===== src/sv/rot13_line_wrap_filter_unit_macros.svh =====
// ----------------------------------------------------------------------------
// Assertion macros for the text filter unit
// Immediate-implication and next-cycle-implication checks on the block clock.
// ----------------------------------------------------------------------------
`ifndef ROT13_LINE_WRAP_FILTER_UNIT_MACROS_SVH
`define ROT13_LINE_WRAP_FILTER_UNIT_MACROS_SVH

`ifndef SYNTH

// The consequent must hold in the same cycle as the antecedent.
`define RLW_ASSERT_SAME(label, clk, rst_n, ante, cons) \
    label: assert property (@(posedge clk) disable iff (!rst_n) (ante) |-> (cons)) \
        else $error("rlw assertion failed");

// The consequent must hold in the cycle after the antecedent.
`define RLW_ASSERT_NEXT(label, clk, rst_n, ante, cons) \
    label: assert property (@(posedge clk) disable iff (!rst_n) (ante) |=> (cons)) \
        else $error("rlw assertion failed");

`else

`define RLW_ASSERT_SAME(label, clk, rst_n, ante, cons)
`define RLW_ASSERT_NEXT(label, clk, rst_n, ante, cons)

`endif

`endif


===== src/sv/rlw_pkg.sv =====
// ----------------------------------------------------------------------------
// rlw_pkg
// Types, constants and helper functions of the text filter unit.
// ----------------------------------------------------------------------------
package rlw_pkg;

    localparam int COLUMN_BITS_DEF = 8;
    localparam int LINE_BITS_DEF   = 16;

    localparam int CFG_IDX_W  = 2;
    localparam int CFG_DATA_W = 16;

    localparam logic [CFG_IDX_W-1:0] CFG_WRAP_WIDTH   = 2'd0;
    localparam logic [CFG_IDX_W-1:0] CFG_HEAD_LIMIT   = 2'd1;
    localparam logic [CFG_IDX_W-1:0] CFG_ROT13_ENABLE = 2'd2;

    localparam logic [7:0]  WRAP_WIDTH_RST = 8'd72;
    localparam logic [15:0] HEAD_LIMIT_RST = 16'd0;

    localparam logic [7:0] CH_CR = 8'h0D;
    localparam logic [7:0] CH_LF = 8'h0A;
    localparam logic [7:0] CH_UA = 8'h41;
    localparam logic [7:0] CH_UM = 8'h4D;
    localparam logic [7:0] CH_UN = 8'h4E;
    localparam logic [7:0] CH_UZ = 8'h5A;
    localparam logic [7:0] CH_LA = 8'h61;
    localparam logic [7:0] CH_LM = 8'h6D;
    localparam logic [7:0] CH_LN = 8'h6E;
    localparam logic [7:0] CH_LZ = 8'h7A;
    localparam logic [7:0] ROT_STEP = 8'd13;

    typedef struct packed {
        logic [7:0] in_byte;
        logic       end_mark;
    } t_in_item;

    typedef struct packed {
        logic [7:0] out_byte;
        logic       run_last;
    } t_out_item;

    function automatic logic [7:0] rotate_letter(input logic [7:0] ch);
        logic [7:0] res;
        res = ch;
        if ((ch >= CH_UA && ch <= CH_UM) || (ch >= CH_LA && ch <= CH_LM)) begin
            res = ch + ROT_STEP;
        end else if ((ch >= CH_UN && ch <= CH_UZ) || (ch >= CH_LN && ch <= CH_LZ)) begin
            res = ch - ROT_STEP;
        end
        return res;
    endfunction

endpackage


===== src/sv/rlw_chan_if.sv =====
// ----------------------------------------------------------------------------
// rlw_chan_if
// Valid/ready stream channel carrying one payload item per request.
// ----------------------------------------------------------------------------
interface rlw_chan_if #(
    parameter type t_payload = logic
);
    logic     valid;
    logic     ready;
    t_payload data;

    modport source (output valid, output data, input ready);
    modport sink   (input valid, input data, output ready);
endinterface


===== src/sv/rot13_line_wrap_filter_unit.sv =====
// ----------------------------------------------------------------------------
// rot13_line_wrap_filter_unit
// Text filter: drops carriage returns, optional ROT13, line wrap, head limit.
// ----------------------------------------------------------------------------
// Usage:
//   i_in carries one text byte per request with an end_mark flag. o_out
//   carries emitted bytes; run_last marks the final byte caused by one input
//   request. An input request causes zero, one or two output requests.
//   Registers are written through i_cfg_we / i_cfg_idx / i_cfg_data while
//   the block is idle.
// Path: an accepted request is held in an input register, is processed from
//   there into a four-entry output queue once the queue has room for two
//   results, and is presented on o_out from the head of that queue.
// Throughput: one input request per cycle while o_out takes every result and
//   each causes at most one result; a request that inserts a wrap newline
//   is slowed by the single output port draining one result per cycle.
// Reset: the registers return to width 72, no head limit, ROT13 off; the
//   column and line counters clear and the output queue empties.
// Stall: while o_out is held off, results collect in the output queue; input
//   requests are taken until it cannot hold two more results and the input register is full.
// ----------------------------------------------------------------------------
`include "rot13_line_wrap_filter_unit_macros.svh"

module rot13_line_wrap_filter_unit #(
    parameter int COLUMN_BITS = rlw_pkg::COLUMN_BITS_DEF,
    parameter int LINE_BITS   = rlw_pkg::LINE_BITS_DEF
) (
    input  logic                            i_clk,
    input  logic                            i_rst_n,
    rlw_chan_if.sink                        i_in,
    rlw_chan_if.source                      o_out,
    input  logic                            i_cfg_we,
    input  logic [rlw_pkg::CFG_IDX_W-1:0]   i_cfg_idx,
    input  logic [rlw_pkg::CFG_DATA_W-1:0]  i_cfg_data
);

    localparam int OUT_DEPTH = 4;
    localparam int PTR_W     = $clog2(OUT_DEPTH);
    localparam int CNT_W     = $clog2(OUT_DEPTH + 1);
    localparam int CMP_COL_W = (COLUMN_BITS > 8) ? COLUMN_BITS : 8;
    localparam int CMP_LIN_W = (LINE_BITS > 16) ? LINE_BITS : 16;

    // Configuration registers.
    logic [7:0]  r_wrap_width;
    logic [15:0] r_head_limit;
    logic        r_rot_en;

    // Input register.
    logic              r_in_valid;
    rlw_pkg::t_in_item r_in;

    // Filter state.
    logic [COLUMN_BITS-1:0] r_col, n_col;
    logic [LINE_BITS-1:0]   r_line, n_line;
    logic                   r_stopped, n_stopped;
    logic                   r_prev_nl, n_prev_nl;

    // Output queue.
    rlw_pkg::t_out_item r_fifo [OUT_DEPTH];
    logic [PTR_W-1:0]   r_wr_ptr, r_rd_ptr;
    logic [CNT_W-1:0]   r_count, n_count;

    logic               proc_fire;
    logic               pop;
    logic [1:0]         push_cnt;
    rlw_pkg::t_out_item push0, push1;
    logic [7:0]         ch;
    logic [COLUMN_BITS-1:0] col_inc;
    logic [LINE_BITS-1:0]   line_inc;
    logic               wrap_hit;
    logic               head_hit;

    assign proc_fire   = r_in_valid && (r_count <= CNT_W'(OUT_DEPTH - 2));
    assign i_in.ready  = !r_in_valid || proc_fire;
    assign o_out.valid = (r_count != '0);
    assign o_out.data  = r_fifo[r_rd_ptr];
    assign pop         = o_out.valid && o_out.ready;

    assign ch       = r_rot_en ? rlw_pkg::rotate_letter(r_in.in_byte) : r_in.in_byte;
    assign col_inc  = r_col + COLUMN_BITS'(1);
    assign line_inc = (r_line != '1) ? (r_line + LINE_BITS'(1)) : r_line;
    assign wrap_hit = (r_wrap_width != 8'd0) &&
                      (CMP_COL_W'(col_inc) >= CMP_COL_W'(r_wrap_width));
    assign head_hit = (r_head_limit != 16'd0) &&
                      (CMP_LIN_W'(line_inc) >= CMP_LIN_W'(r_head_limit));

    always_comb begin
        n_col     = r_col;
        n_line    = r_line;
        n_stopped = r_stopped;
        n_prev_nl = r_prev_nl;
        push_cnt  = 2'd0;
        push0     = '{out_byte: ch, run_last: 1'b1};
        push1     = '{out_byte: rlw_pkg::CH_LF, run_last: 1'b1};
        if (r_in.end_mark) begin
            if (!r_prev_nl) begin
                push0    = '{out_byte: rlw_pkg::CH_LF, run_last: 1'b1};
                push_cnt = 2'd1;
            end
            n_col     = '0;
            n_line    = '0;
            n_stopped = 1'b0;
            n_prev_nl = 1'b0;
        end else if (!r_stopped && r_in.in_byte != rlw_pkg::CH_CR) begin
            if (ch == rlw_pkg::CH_LF) begin
                n_col    = '0;
                n_line   = line_inc;
                push_cnt = 2'd1;
                // The stopping newline leaves the previous-newline flag untouched.
                if (head_hit) begin
                    n_stopped = 1'b1;
                end else begin
                    n_prev_nl = 1'b1;
                end
            end else begin
                n_prev_nl = 1'b0;
                if (wrap_hit) begin
                    n_col    = '0;
                    push0    = '{out_byte: ch, run_last: 1'b0};
                    push_cnt = 2'd2;
                end else begin
                    n_col    = col_inc;
                    push_cnt = 2'd1;
                end
            end
        end
        if (!proc_fire) begin
            n_col     = r_col;
            n_line    = r_line;
            n_stopped = r_stopped;
            n_prev_nl = r_prev_nl;
            push_cnt  = 2'd0;
        end
        n_count = r_count + CNT_W'(push_cnt) - CNT_W'(pop);
    end

    // Control state.
    always_ff @(posedge i_clk) begin
        if (!i_rst_n) begin
            r_wrap_width <= rlw_pkg::WRAP_WIDTH_RST;
            r_head_limit <= rlw_pkg::HEAD_LIMIT_RST;
            r_rot_en     <= 1'b0;
            r_in_valid   <= 1'b0;
            r_col        <= '0;
            r_line       <= '0;
            r_stopped    <= 1'b0;
            r_prev_nl    <= 1'b0;
            r_wr_ptr     <= '0;
            r_rd_ptr     <= '0;
            r_count      <= '0;
        end else begin
            if (i_cfg_we) begin
                case (i_cfg_idx)
                    rlw_pkg::CFG_WRAP_WIDTH:   r_wrap_width <= i_cfg_data[7:0];
                    rlw_pkg::CFG_HEAD_LIMIT:   r_head_limit <= i_cfg_data[15:0];
                    rlw_pkg::CFG_ROT13_ENABLE: r_rot_en     <= i_cfg_data[0];
                    default: begin
                    end
                endcase
            end
            if (i_in.ready) begin
                r_in_valid <= i_in.valid;
            end
            r_col     <= n_col;
            r_line    <= n_line;
            r_stopped <= n_stopped;
            r_prev_nl <= n_prev_nl;
            r_wr_ptr  <= r_wr_ptr + PTR_W'(push_cnt);
            r_rd_ptr  <= r_rd_ptr + PTR_W'(pop);
            r_count   <= n_count;
        end
    end

    // Payload registers.
    always_ff @(posedge i_clk) begin
        if (i_in.ready && i_in.valid) begin
            r_in <= i_in.data;
        end
        if (push_cnt != 2'd0) begin
            r_fifo[r_wr_ptr] <= push0;
        end
        if (push_cnt == 2'd2) begin
            r_fifo[r_wr_ptr + PTR_W'(1)] <= push1;
        end
    end

    `RLW_ASSERT_SAME(a_queue_bound, i_clk, i_rst_n, 1'b1, r_count <= CNT_W'(OUT_DEPTH))
    `RLW_ASSERT_NEXT(a_end_clears, i_clk, i_rst_n, proc_fire && r_in.end_mark, r_col == '0 && r_line == '0 && !r_stopped && !r_prev_nl)
    `RLW_ASSERT_SAME(a_stopped_drops, i_clk, i_rst_n, proc_fire && r_stopped && !r_in.end_mark, push_cnt == 2'd0)
    `RLW_ASSERT_SAME(a_wrap_pair, i_clk, i_rst_n, push_cnt == 2'd2, !push0.run_last && push1.out_byte == rlw_pkg::CH_LF && r_in_valid)

endmodule

===== src/flat_wrapper.sv =====
// flat-port wrapper written by rule: the top's interface ports become plain ports
module rot13_line_wrap_filter_unit_flat 
#(
    parameter int COLUMN_BITS = rlw_pkg::COLUMN_BITS_DEF,
    parameter int LINE_BITS   = rlw_pkg::LINE_BITS_DEF
)
  (i_clk, i_rst_n, i_cfg_we, i_cfg_idx, i_cfg_data, i_in_valid, i_in_data, i_in_ready, o_out_valid, o_out_data, o_out_ready);
  rlw_chan_if i_in_i ();
  rlw_chan_if o_out_i ();
  input  logic i_clk;
  input  logic i_rst_n;
  input  logic i_cfg_we;
  input  logic [rlw_pkg::CFG_IDX_W-1:0] i_cfg_idx;
  input  logic [rlw_pkg::CFG_DATA_W-1:0] i_cfg_data;
  input wire logic [$bits(i_in_i.valid)-1:0] i_in_valid;
  input wire logic [$bits(i_in_i.data)-1:0] i_in_data;
  output wire logic [$bits(i_in_i.ready)-1:0] i_in_ready;
  output wire logic [$bits(o_out_i.valid)-1:0] o_out_valid;
  output wire logic [$bits(o_out_i.data)-1:0] o_out_data;
  input wire logic [$bits(o_out_i.ready)-1:0] o_out_ready;
  assign i_in_i.valid = i_in_valid;
  assign i_in_i.data = i_in_data;
  assign i_in_ready = i_in_i.ready;
  assign o_out_valid = o_out_i.valid;
  assign o_out_data = o_out_i.data;
  assign o_out_i.ready = o_out_ready;
  rot13_line_wrap_filter_unit #(.COLUMN_BITS(COLUMN_BITS), .LINE_BITS(LINE_BITS)) u_core (.i_clk(i_clk), .i_rst_n(i_rst_n), .i_in(i_in_i), .o_out(o_out_i), .i_cfg_we(i_cfg_we), .i_cfg_idx(i_cfg_idx), .i_cfg_data(i_cfg_data));
endmodule

===== config.mk =====
export PLATFORM = sky130hd
export DESIGN_NAME = rot13_line_wrap_filter_unit_flat
export DESIGN_NICKNAME = d
export VERILOG_FILES = /design/src/sv/rlw_pkg.sv /design/src/sv/rlw_chan_if.sv /design/src/sv/rot13_line_wrap_filter_unit.sv /design/src/flat_wrapper.sv
export VERILOG_INCLUDE_DIRS = /design/src /design/src/sv
export SDC_FILE = /design/constraint.sdc
export NUM_CORES = 1
export LEC_CHECK = 0
export CORE_MARGIN = 5
export CORE_UTILIZATION = 62
export DETAILED_ROUTE_END_ITERATION = 10
export DONT_BUFFER_PORTS = 1
export PLACE_DENSITY = 0.78
export SLEW_MARGIN = 20
export SYNTH_ARGS = -nofsm -noshare
export SYNTH_HDL_FRONTEND = slang
export SYNTH_SLANG_ARGS = --single-unit

===== constraint.sdc =====
create_clock -name i_clk -period 4.2 [get_ports i_clk]
set_clock_uncertainty 0.2 [all_clocks]
set_input_delay 0.21 -clock i_clk [delete_from_list [all_inputs] [get_ports i_clk]]
set_output_delay 0.21 -clock i_clk [all_outputs]
set_load 0.01 [all_outputs]

==> results of run 1 <==
==> state kept, by name, summed over array words and instances (netlist names) <==
register	count
u_core.r_in_valid	1
u_core.r_col	8
u_core.r_rd_ptr	2
u_core.r_in	1
u_core.r_fifo	4
u_core.r_wrap_width	8
u_core.r_count	3
u_core.r_wr_ptr	2
==> metrics by stage <==
stage / hold slack [ns] / setup WS, ns / total power, W / utilization
after floorplan: 0.109 / 1.02 / 0.000504 / -
after global placement: 0.103 / 0.694 / 0.000523 / 0.663
after detailed placement: 0.107 / 0.536 / 0.000541 / 0.663
after CTS: 0.0243 / 0.513 / 0.000737 / 0.733
after global routing: 0.0720 / 0.163 / 0.000790 / 0.733
final: 0.0428 / 0.499 / 0.000735 / 0.733
==> area by class of cell <==
class                   instances  area, sq um
multi-input cells             143          981
fillers                       187          674
flip-flops and latches         29          591
repair buffers                 12          118
inverters                      15         56.3
clock buffers                   6         51.3
well taps                      30         37.5
clock inverters                 2         13.8
==> cell usage in the layout (no fill, tap or decap), types with 4 or more instances in the layout <==
cell type                       synthesis  routed
sky130_fd_sc_hd__a31o_2                 5       5
sky130_fd_sc_hd__xnor2_1                5       5
sky130_fd_sc_hd__nor3_1                 4       4
sky130_fd_sc_hd__xor2_1                 5       5
sky130_fd_sc_hd__inv_1                 15      15
sky130_fd_sc_hd__dlygate4sd3_1          0      11
sky130_fd_sc_hd__nand3_1                7       7
sky130_fd_sc_hd__clkbuf_4               0       5
sky130_fd_sc_hd__nor2_1                24      24
sky130_fd_sc_hd__dfxtp_1               28      28
sky130_fd_sc_hd__and2_1                 7       7
sky130_fd_sc_hd__ha_1                  14      14
sky130_fd_sc_hd__nand2_1               14      14
sky130_fd_sc_hd__a21oi_1               18      18
==> worst reg2reg max path: cells and delay by family, from the launching register on <==
| kind | cells | cell delay [ns] |
|---|---|---|
| xor+xnor | 2 | 0.42 |
| simple gates | 5 | 0.78 |
| compound gates | 3 | 0.70 |
| fa+ha+maj | 4 | 1.06 |
| flops | 1 | 0.42 |
==> routing by layer <==
layer  wire (um)  global-route usage
met1        1650               0.284
met5           0                   0
met2        1730               0.384
met3         177              0.0524
met4          56               0.106
==> logic make-up (layout without fill, tap and decap cells) <==
kind of cell               count (synthesis)  in the layout  synth area share
DFF                                       29             29             0.357
AOI/OAI and AO/OA                         40             40             0.164
xor gates and xnor gates                  10             10            0.0529
buffers and inverters                     22             35            0.0506
adders and majority gates                 15             15             0.118
muxes                                      3              3            0.0257
and+or+nand+nor                           75             75             0.232
==> path summary, 6_finish.rpt <==
path,slack [ns],startpoint,end
worst max-delay path,0.50,u_core.r_col[0],u_core.r_count[2]
worst min-delay path,0.04,i_rst_n,u_core.r_count[2]
worst max register to register,0.50,u_core.r_col[0],u_core.r_count[2]
worst min register to register,0.28,u_core.r_col[7],u_core.r_col[7]
==> power breakdown <==
| part | internal, W | switching (W) |
|---|---|---|
| registers | 0.000314 | 0.0000314 |
| clock network | 0.0000815 | 0.000107 |
| logic | 0.0000966 | 0.000104 |
==> impl_results.md, run 1 <==
- Post-CTS setup repair buffer count: 0
- Final Instance Area: 1850 sq um
- Floorplan die area: 3800 sq um
- Share of the synthesized area in the top cell type: 0.339
- Number of detailed-routing iterations run before antenna repair: 4
- Clock net sink count: 29
- DRT iter0 DRCs: 89
- Run status: complete, no violations
- Final estimated routing congestion in global placement: 0.782
- Fraction of the yosys area taken by sequential cells: 0.357
- Most frequently used flop master after synthesis: sky130_fd_sc_hd__dfxtp_1
- Syn nets: 233
- Cell family contributing the most delay on the critical path: adder cells
- Cell type with the largest total area after synthesis: sky130_fd_sc_hd__dfxtp_1
- Achievable Freq: 0.270 GHz
- Class of the tightest hold or removal check: in -> reg
- Total global routing overflow: 0
- Data arrival time at the worst-slack endpoint: 3.73 ns
- First-pass GRT wire length: 6400 um
- Critical Path Source Type: flop
- Detailed-route vias per instance: 5.95
- Worst hold stages: 2
- CTS tree: done
- Endpoint class of the critical path: flop
- Maximum fanout count along the critical path: 8
- Slowest cell delay on critical path: 0.47 ns
- Post-synth top cells: sky130_fd_sc_hd__dfxtp_1 (28), sky130_fd_sc_hd__nor2_1 (24), sky130_fd_sc_hd__a21oi_1 (18)
- Die Span X: 61.7 um
- Std-Cell Core Area: 2520 sq um
- Post-synthesis cell type count: 43
- Starting Density: 0.656
- Clk_lat worst skew: 0.34 ns
- Total of max-cap violations: 0
- Power density relative to cell area: 398 nW/um^2
- Final hold viol count: 0
- Hold buffers post-CTS: 11
- Final cell count without fillers: 237
- Share of the cycle needed by the critical path after routing: 0.881
- Vert. Die Dim: 61.7 um
- Pin count of the biggest net entering global routing: 18
- Vias after detailed routing: 1,410
- Antenna viol nets, final: 0
- Synth warnings: 0
- Placed standard-cell area: 1670 sq um
- Vias in the first global route: 1,450
- Peak supply drop: 0.397 mV
- Setup CP Type: reg -> reg
- Worst Tran Pin Value: 0.526 ns
- Final Max Tran Viols: 0
- H-tree Lvls: 2
- Average wire per standard cell: 15.3 um
- Synth async-reset ratio: 0
- Total setup violations reported at the end of the flow: 0
- Post-Route WL: 3620 um
- # nets final: 245
- Post-route DRC violation count: 0
- Number of cells upsized or downsized after cts: 0
- Placed wire-length estimate after detailed placement: 2410 um
- Number of top-level design ports: 27
- Clock transition at the registers of the reported paths: 0.11 ns
- Required time of the critical path: 4.23 ns
- Leakage power: 0.787 nW
- Cells after Synth: 194
- Area of the mapped netlist: 1660 sq um
- Total of buffers placed on input and output ports: 0
- Area added between synthesis and finish: 11.6%
- WP depth: 14
- R2R cell count: 14
- Number of placed instances with taps included: 218
- Clock tree root driver cell: sky130_fd_sc_hd__clkbuf_4
- Ordered cell list for the critical path: ha_1 > nand3_1 > nor2_1 > xor2_1 > ha_1 > a211o_1 > o211ai_1 > and2b_1 > a211oi_2 > nor2_1 > ha_1 > fa_1 > xnor2_1 > nor2_1
- Standard cell with the maximum stage delay on the critical path: sky130_fd_sc_hd__a211oi_2
- Synthesized flop and latch total: 29
- Average instance area after synthesis: 8.53 sq um
- Buf+Inv Stages, Crit Path: 0
- Row Count: 18
- Share of cells above drive strength 1: 0.101
- Total Negative Setup Slacks: 0 ns
- Initial antenna violation count: 0
- Buffers from clock root to sink, at most: 2
- Count of flip-flops with a built-in enable after synthesis: 1
- Antenna diode count: 0
- GR Util All Layers: 0.232
- Most instantiated library cell after synthesis: sky130_fd_sc_hd__dfxtp_1
- Worst slew margin relative to its limit: 0.648
- Setup repair after global routing missed its margin: no
- Time the worst path needs with I/O delays and setup: 3.70 ns
- Num CTS Buffers: 5
- Cell types with the largest area share after synthesis: sky130_fd_sc_hd__dfxtp_1 (34%), sky130_fd_sc_hd__ha_1 (11%), sky130_fd_sc_hd__a21oi_1 (5.4%), sky130_fd_sc_hd__nor2_1 (5.4%), sky130_fd_sc_hd__inv_1 (3.4%)
No activity file was read; power rests on OpenSTA's default activity.
==> inputs of run 2 (changes only) <==
--- a/config.mk
+++ b/config.mk
@@ -10,6 +10,7 @@
 export CORE_UTILIZATION = 62
 export DETAILED_ROUTE_END_ITERATION = 10
 export DONT_BUFFER_PORTS = 1
+export GPL_TIMING_DRIVEN = 0
 export PLACE_DENSITY = 0.78
 export SLEW_MARGIN = 20
 export SYNTH_ARGS = -nofsm -noshare
==> constraint.sdc (replaced) <==
create_clock -name i_clk -period 4.2 [get_ports i_clk]
set_clock_uncertainty 0.2 [all_clocks]
set_input_delay 0.84 -clock i_clk [delete_from_list [all_inputs] [get_ports i_clk]]
set_output_delay 0.84 -clock i_clk [all_outputs]
set_load 0.01 [all_outputs]
==> impl_results.md, run 2 (synthesized netlist as in run 1, its figures left out) <==
- Final Instance Area: 1760 sq um (-4.6%)
- Final Max Tran Viols: 0 (unchanged)
- Total of buffers placed on input and output ports: 0 (unchanged)
- Share of the cycle needed by the critical path after routing: 0.884 (+0.00305)
- Number of detailed-routing iterations run before antenna repair: 4 (unchanged)
- Clock tree root driver cell: sky130_fd_sc_hd__clkbuf_4
- Commonest non-fill, non-tap cells in the layout: sky130_fd_sc_hd__dfxtp_1 (28), sky130_fd_sc_hd__nor2_1 (24), sky130_fd_sc_hd__a21oi_1 (18)
- Antenna diode count: 0 (unchanged)
- Worst hold stages: 2 (unchanged)
- Filler cell count: 196 (+4.8%)
- Achievable Freq: 0.269 GHz (-0.34%)
- Required time of the critical path: 4.22 ns (about the same)
- Data arrival time at the worst-slack endpoint: 3.73 ns (about the same)
- Number of cells upsized or downsized after cts: 0 (unchanged)
- Worst Tran Pin Value: 0.728 ns (+0.202 ns)
- Floorplan die area: 3800 sq um (unchanged)
- Placed wire-length estimate after detailed placement: 2540 um (+5.4%)
- Number of placed instances with taps included: 224 (+2.8%)
- Setup repair after global routing missed its margin: no
- # nets final: 240 (-2.0%)
- Run status: complete, no violations
- Total of max-cap violations: 0 (unchanged)
- Maximum fanout count along the critical path: 8 (unchanged)
- Antenna viol nets, final: 0 (unchanged)
- Die Span X: 61.7 um (unchanged)
- Total setup violations reported at the end of the flow: 0 (unchanged)
- Vert. Die Dim: 61.7 um (unchanged)
- Total Power: 0.000736 W (+0.18%)
- Clock net sink count: 29 (unchanged)
- Peak supply drop: 0.455 mV (+14%)
- Ordered cell list for the critical path: ha_1 > nand3_1 > nor2_1 > xor2_1 > ha_1 > a211o_1 > o211ai_1 > and2b_1 > a211oi_2 > nor2_1 > ha_1 > fa_1 > xnor2_1 > nor2_1
- GR Util All Layers: 0.212 (-0.0193)
- Final cell count without fillers: 232 (-2.1%)
- Origin of the critical flop-to-flop path: u_core.r_col[0]
- Placed standard-cell area: 1690 sq um (+1.2%)
- CTS tree: done
- DRT iter0 DRCs: 82 (-7.9%)
- Share of cells above drive strength 1: 0.104 (+0.00251)
- Launch point of the worst hold path: u_core.r_col[1]
- Vias in the first global route: 1,350 (-6.9%)
- Number of top-level design ports: 27 (unchanged)
- Most common cell after layout, fill and taps aside: sky130_fd_sc_hd__dfxtp_1
- H-tree Lvls: 2 (unchanged)
- Final hold viol count: 0 (unchanged)
- First-pass GRT wire length: 5790 um (-9.5%)
- Endpoint class of the critical path: flop
- Total Negative Setup Slacks: 0 ns (unchanged)
- Clock transition at the registers of the reported paths: 0.09 ns (-0.02 ns)
- Pin count of the biggest net entering global routing: 11 (-7)
- R2R cell count: 14 (unchanged)
- Post-Route WL: 3410 um (-5.8%)
- Registers with the highest flip-flop counts: u_core.r_col x8, u_core.r_wrap_width x8, u_core.r_fifo x4
- Final estimated routing congestion in global placement: 0.796 (+1.7%)
- Post-CTS setup repair buffer count: 0 (unchanged)
- Power density relative to cell area: 418 nW/um^2 (+5.0%)
- Hold buffers post-CTS: 0 (-11)
- Clk_lat worst skew: 0.34 ns (about the same)
- Critical path origin: u_core.r_col[0]
- Total global routing overflow: 0 (unchanged)
- Critical Path Source Type: flop
- Detailed-route vias per instance: 5.87 (-1.3%)
- Buffers from clock root to sink, at most: 2 (unchanged)
- Row Count: 18 (unchanged)
- Class of the tightest hold or removal check: reg -> reg
- Setup CP Type: reg -> reg
- Std-Cell Core Area: 2520 sq um (unchanged)
- Area added between synthesis and finish: 6.50%
- Time the worst path needs with I/O delays and setup: 3.71 ns (+0.0128 ns)
- Post-route DRC violation count: 0 (unchanged)
- Initial antenna violation count: 0 (unchanged)
- Worst slew margin relative to its limit: 0.513 (-0.135)
- Leakage power: 0.753 nW (-4.2%)
- Average wire per standard cell: 14.7 um (-3.8%)
- Slowest cell delay on critical path: 0.48 ns (about the same)
- Standard cell with the maximum stage delay on the critical path: sky130_fd_sc_hd__a211oi_2
- Num CTS Buffers: 5 (unchanged)
- Starting Density: 0.656 (unchanged)
- Vias after detailed routing: 1,362 (-3.4%)
-- run 2: stage by stage --
step	setup slack, ns	util	hold slack [ns]
CTS	0.509	0.699	0.290
global placement	0.676	0.671	0.250
floorplan	1.02	-	0.242
finish	0.486	0.699	0.287
global route	0.227	0.699	0.313
detailed placement	0.523	0.671	0.278
-- run 2: cell type report --
type,instances,area (sq um),area share
Tap cell,30,37.5,0.0213
Inverter,15,56.3,0.0319
Multi-Input combinational cell,143,981,0.556
Buffer,7,27.5,0.0156
Clock buffer,7,65.1,0.0369
Sequential cell,29,591,0.335
Clock inverter,1,5.00,0.00284
-- run 2: path summary, 6_finish.rpt --
kind	end	slack (ns)
worst max-delay path	u_core.r_count[2]	0.49
worst min-delay path	u_core.r_col[1]	0.29
worst max register to register	u_core.r_count[2]	0.49
worst min register to register	u_core.r_col[1]	0.29
-- run 2: power by group --
| group | switching, W | total [W] | internal (W) |
|---|---|---|---|
| logic | 0.000109 | 0.000202 | 0.0000924 |
| clock network | 0.0000991 | 0.000196 | 0.0000969 |
| registers | 0.0000248 | 0.000339 | 0.000314 |
-- run 2: critical path: cells and delay by family, from the launching register on --
| family | cells | cell delay (ns) |
|---|---|---|
| DFF | 1 | 0.42 |
| AOI/OAI and AO/OA | 3 | 0.71 |
| and+or+nand+nor | 5 | 0.78 |
| xor gates and xnor gates | 2 | 0.41 |
| adders and majority gates | 4 | 1.08 |
-- run 2: routing by layer --
layer | routed length (um) | track usage
met1 | 1560 | 0.256
met2 | 1570 | 0.353
met3 | 228 | 0.0671
met4 | 49 | 0.0788
met5 | 0 | 0
==> inputs of run 3 (changes only) <==
--- a/config.mk
+++ b/config.mk
@@ -7,11 +7,10 @@
 export NUM_CORES = 1
 export LEC_CHECK = 0
 export CORE_MARGIN = 5
-export CORE_UTILIZATION = 62
+export CORE_UTILIZATION = 50
 export DETAILED_ROUTE_END_ITERATION = 10
 export DONT_BUFFER_PORTS = 1
 export GPL_TIMING_DRIVEN = 0
-export PLACE_DENSITY = 0.78
 export SLEW_MARGIN = 20
 export SYNTH_ARGS = -nofsm -noshare
 export SYNTH_HDL_FRONTEND = slang
==> impl_results.md, run 3 (synthesized netlist as in run 1, its figures left out) <==
- Run status: complete, no violations
- # nets final: 240 (unchanged)
- Std-Cell Core Area: 3100 sq um (+23%)
- Area taken by flip-flops and latches: 591 sq um (unchanged)
- CTS tree: done
- Clock net sink count: 29 (unchanged)
- Number of cells upsized or downsized after cts: 0 (unchanged)
- Clk_lat worst skew: 0.33 ns (about the same)
- H-tree Lvls: 2 (unchanged)
- First-pass GRT wire length: 6140 um (+6.1%)
- Worst Tran Pin Value: 0.687 ns (-0.0414 ns)
- Placed standard-cell area: 1710 sq um (+1.0%)
- Required time of the critical path: 4.21 ns (about the same)
- Total setup violations reported at the end of the flow: 0 (unchanged)
- Reg-to-reg endpoint: u_core.r_count[2]
- Most common cell after layout, fill and taps aside: sky130_fd_sc_hd__dfxtp_1
- Total of max-cap violations: 0 (unchanged)
- Maximum fanout count along the critical path: 8 (unchanged)
- GR Util All Layers: 0.182 (-0.0307)
- DRT iter0 DRCs: 74 (-9.8%)
- Final estimated routing congestion in global placement: 0.839 (+5.4%)
- Number of detailed-routing iterations run before antenna repair: 4 (unchanged)
- Final Max Tran Viols: 0 (unchanged)
- Number of top-level design ports: 27 (unchanged)
- Row Count: 20 (+2)
- Share of the cycle needed by the critical path after routing: 0.890 (+0.00531)
- Total of buffers placed on input and output ports: 0 (unchanged)
- Endpoint class of the critical path: flop
- Data arrival time at the worst-slack endpoint: 3.75 ns (+0.02 ns)
- Hold buffers post-CTS: 0 (unchanged)
- Vias after detailed routing: 1,364 (+0.15%)
- Total Negative Setup Slacks: 0 ns (unchanged)
- Antenna diode count: 0 (unchanged)
- Commonest non-fill, non-tap cells in the layout: sky130_fd_sc_hd__dfxtp_1 (28), sky130_fd_sc_hd__nor2_1 (24), sky130_fd_sc_hd__a21oi_1 (18)
- Time the worst path needs with I/O delays and setup: 3.74 ns (+0.0223 ns)
- Power density relative to cell area: 413 nW/um^2 (-1.0%)
- Clock transition at the registers of the reported paths: 0.10 ns (about the same)
- Pin count of the biggest net entering global routing: 11 (unchanged)
- Setup CP Type: reg -> reg
- Class of the tightest hold or removal check: reg -> reg
- Vias in the first global route: 1,398 (+3.6%)
- Initial antenna violation count: 0 (unchanged)
- Leakage power: 0.753 nW (unchanged)
- Average wire per standard cell: 13.7 um (-6.8%)
- Worst hold stages: 2 (unchanged)
- Area added between synthesis and finish: 7.56%
- Critical Path Source Type: flop
- Final cell count without fillers: 246 (+6.0%)
- Final hold viol count: 0 (unchanged)
- Registers with the highest flip-flop counts: u_core.r_col x8, u_core.r_wrap_width x8, u_core.r_fifo x4
- Placed wire-length estimate after detailed placement: 2600 um (+2.2%)
- R2r setup slk: 0.46 ns (-0.02 ns)
- Filler cell count: 331 (+69%)
- Vert. Die Dim: 67.5 um (+9.5%)
- Worst slew margin relative to its limit: 0.541 (+0.0277)
- Share of cells above drive strength 1: 0.104 (unchanged)
- Origin of the critical flop-to-flop path: u_core.r_col[0]
- Peak supply drop: 0.303 mV (-33%)
- Floorplan die area: 4560 sq um (+20%)
- Launch point of the worst hold path: u_core.r_col[7]
- Min-Delay Endpoint: u_core.r_col[7]
- Post-route DRC violation count: 0 (unchanged)
- Detailed-route vias per instance: 5.54 (-5.6%)
- Post-CTS setup repair buffer count: 0 (unchanged)
- Num CTS Buffers: 5 (unchanged)
- Antenna viol nets, final: 0 (unchanged)
- Number of placed instances with taps included: 238 (+6.3%)
- Final Instance Area: 1780 sq um (+0.99%)
- Buffers from clock root to sink, at most: 2 (unchanged)
- Clock tree root driver cell: sky130_fd_sc_hd__clkbuf_4
- Starting Density: 0.533 (-0.123)
- Total global routing overflow: 0 (unchanged)
- Achievable Freq: 0.268 GHz (-0.60%)
- Setup repair after global routing missed its margin: no
- Post-Route WL: 3370 um (-1.2%)
- Die Span X: 67.5 um (+9.5%)
- Multi-input gate area in the final layout: 981 sq um (unchanged)
- R2R cell count: 14 (unchanged)
## run 3: cell counts in the layout (fill, tap and decap cells not counted)
No cell type changed its count.
## run 3: layout make-up
cell class              count  area share
plain buffers               7      0.0155
clock inverters             1     0.00281
multi-input cells         143       0.551
flip-flops and latches     29       0.332
inverters                  15      0.0316
clock buffers               7      0.0365
well taps                  44      0.0309
## run 3: report_power, final
group	switching, W	internal (W)	total, W
registers	0.0000240	0.000314	0.000338
clock network	0.000101	0.0000969	0.000198
logic	0.000107	0.0000926	0.000200
## run 3: worst max-delay path: stages, from the launching register on
cell	delay, ns
sky130_fd_sc_hd__dfxtp_1	0.43
sky130_fd_sc_hd__ha_1	0.25
sky130_fd_sc_hd__nand3_1	0.19
sky130_fd_sc_hd__nor2_1	0.17
sky130_fd_sc_hd__xor2_1	0.26
sky130_fd_sc_hd__ha_1	0.22
sky130_fd_sc_hd__a211o_1	0.10
sky130_fd_sc_hd__o211ai_1	0.13
sky130_fd_sc_hd__and2b_1	0.22
sky130_fd_sc_hd__a211oi_2	0.45
sky130_fd_sc_hd__nor2_1	0.16
sky130_fd_sc_hd__ha_1	0.23
sky130_fd_sc_hd__fa_1	0.38
sky130_fd_sc_hd__xnor2_1	0.16
sky130_fd_sc_hd__nor2_1	0.05
## run 3: worst max path at each step
stage | start | end | slack, ns | depth (start not counted)
after floorplan | u_core.r_col[0] | u_core.r_count[2] | 1.02 | 14
after global placement | u_core.r_col[0] | u_core.r_count[2] | 0.62 | 14
after detailed placement | u_core.r_col[0] | u_core.r_count[2] | 0.53 | 14
after CTS | u_core.r_col[0] | u_core.r_count[2] | 0.49 | 14
after global routing | u_core.r_col[0] | u_core.r_count[2] | 0.22 | 14
final | u_core.r_col[0] | u_core.r_count[2] | 0.46 | 14
## run 3: per-layer routing
metal	up-vias	share of wire	track usage
met3	8	0.048	0.0632
met4	0	0.016	0.0684
li1	692	-	-
met1	639	0.48	0.223
met5	-	0	0
met2	25	0.45	0.290
## run 3: metrics by stage
stage                     total power (W)   util  hold slack (ns)  setup slack [ns]
final                            0.000736  0.574            0.279             0.464
after global routing             0.000796  0.574            0.311             0.221
after CTS                        0.000746  0.574            0.280             0.486
after detailed placement         0.000546  0.551            0.267             0.525
after global placement           0.000533  0.551            0.251             0.623
after floorplan                  0.000504      -            0.242              1.02
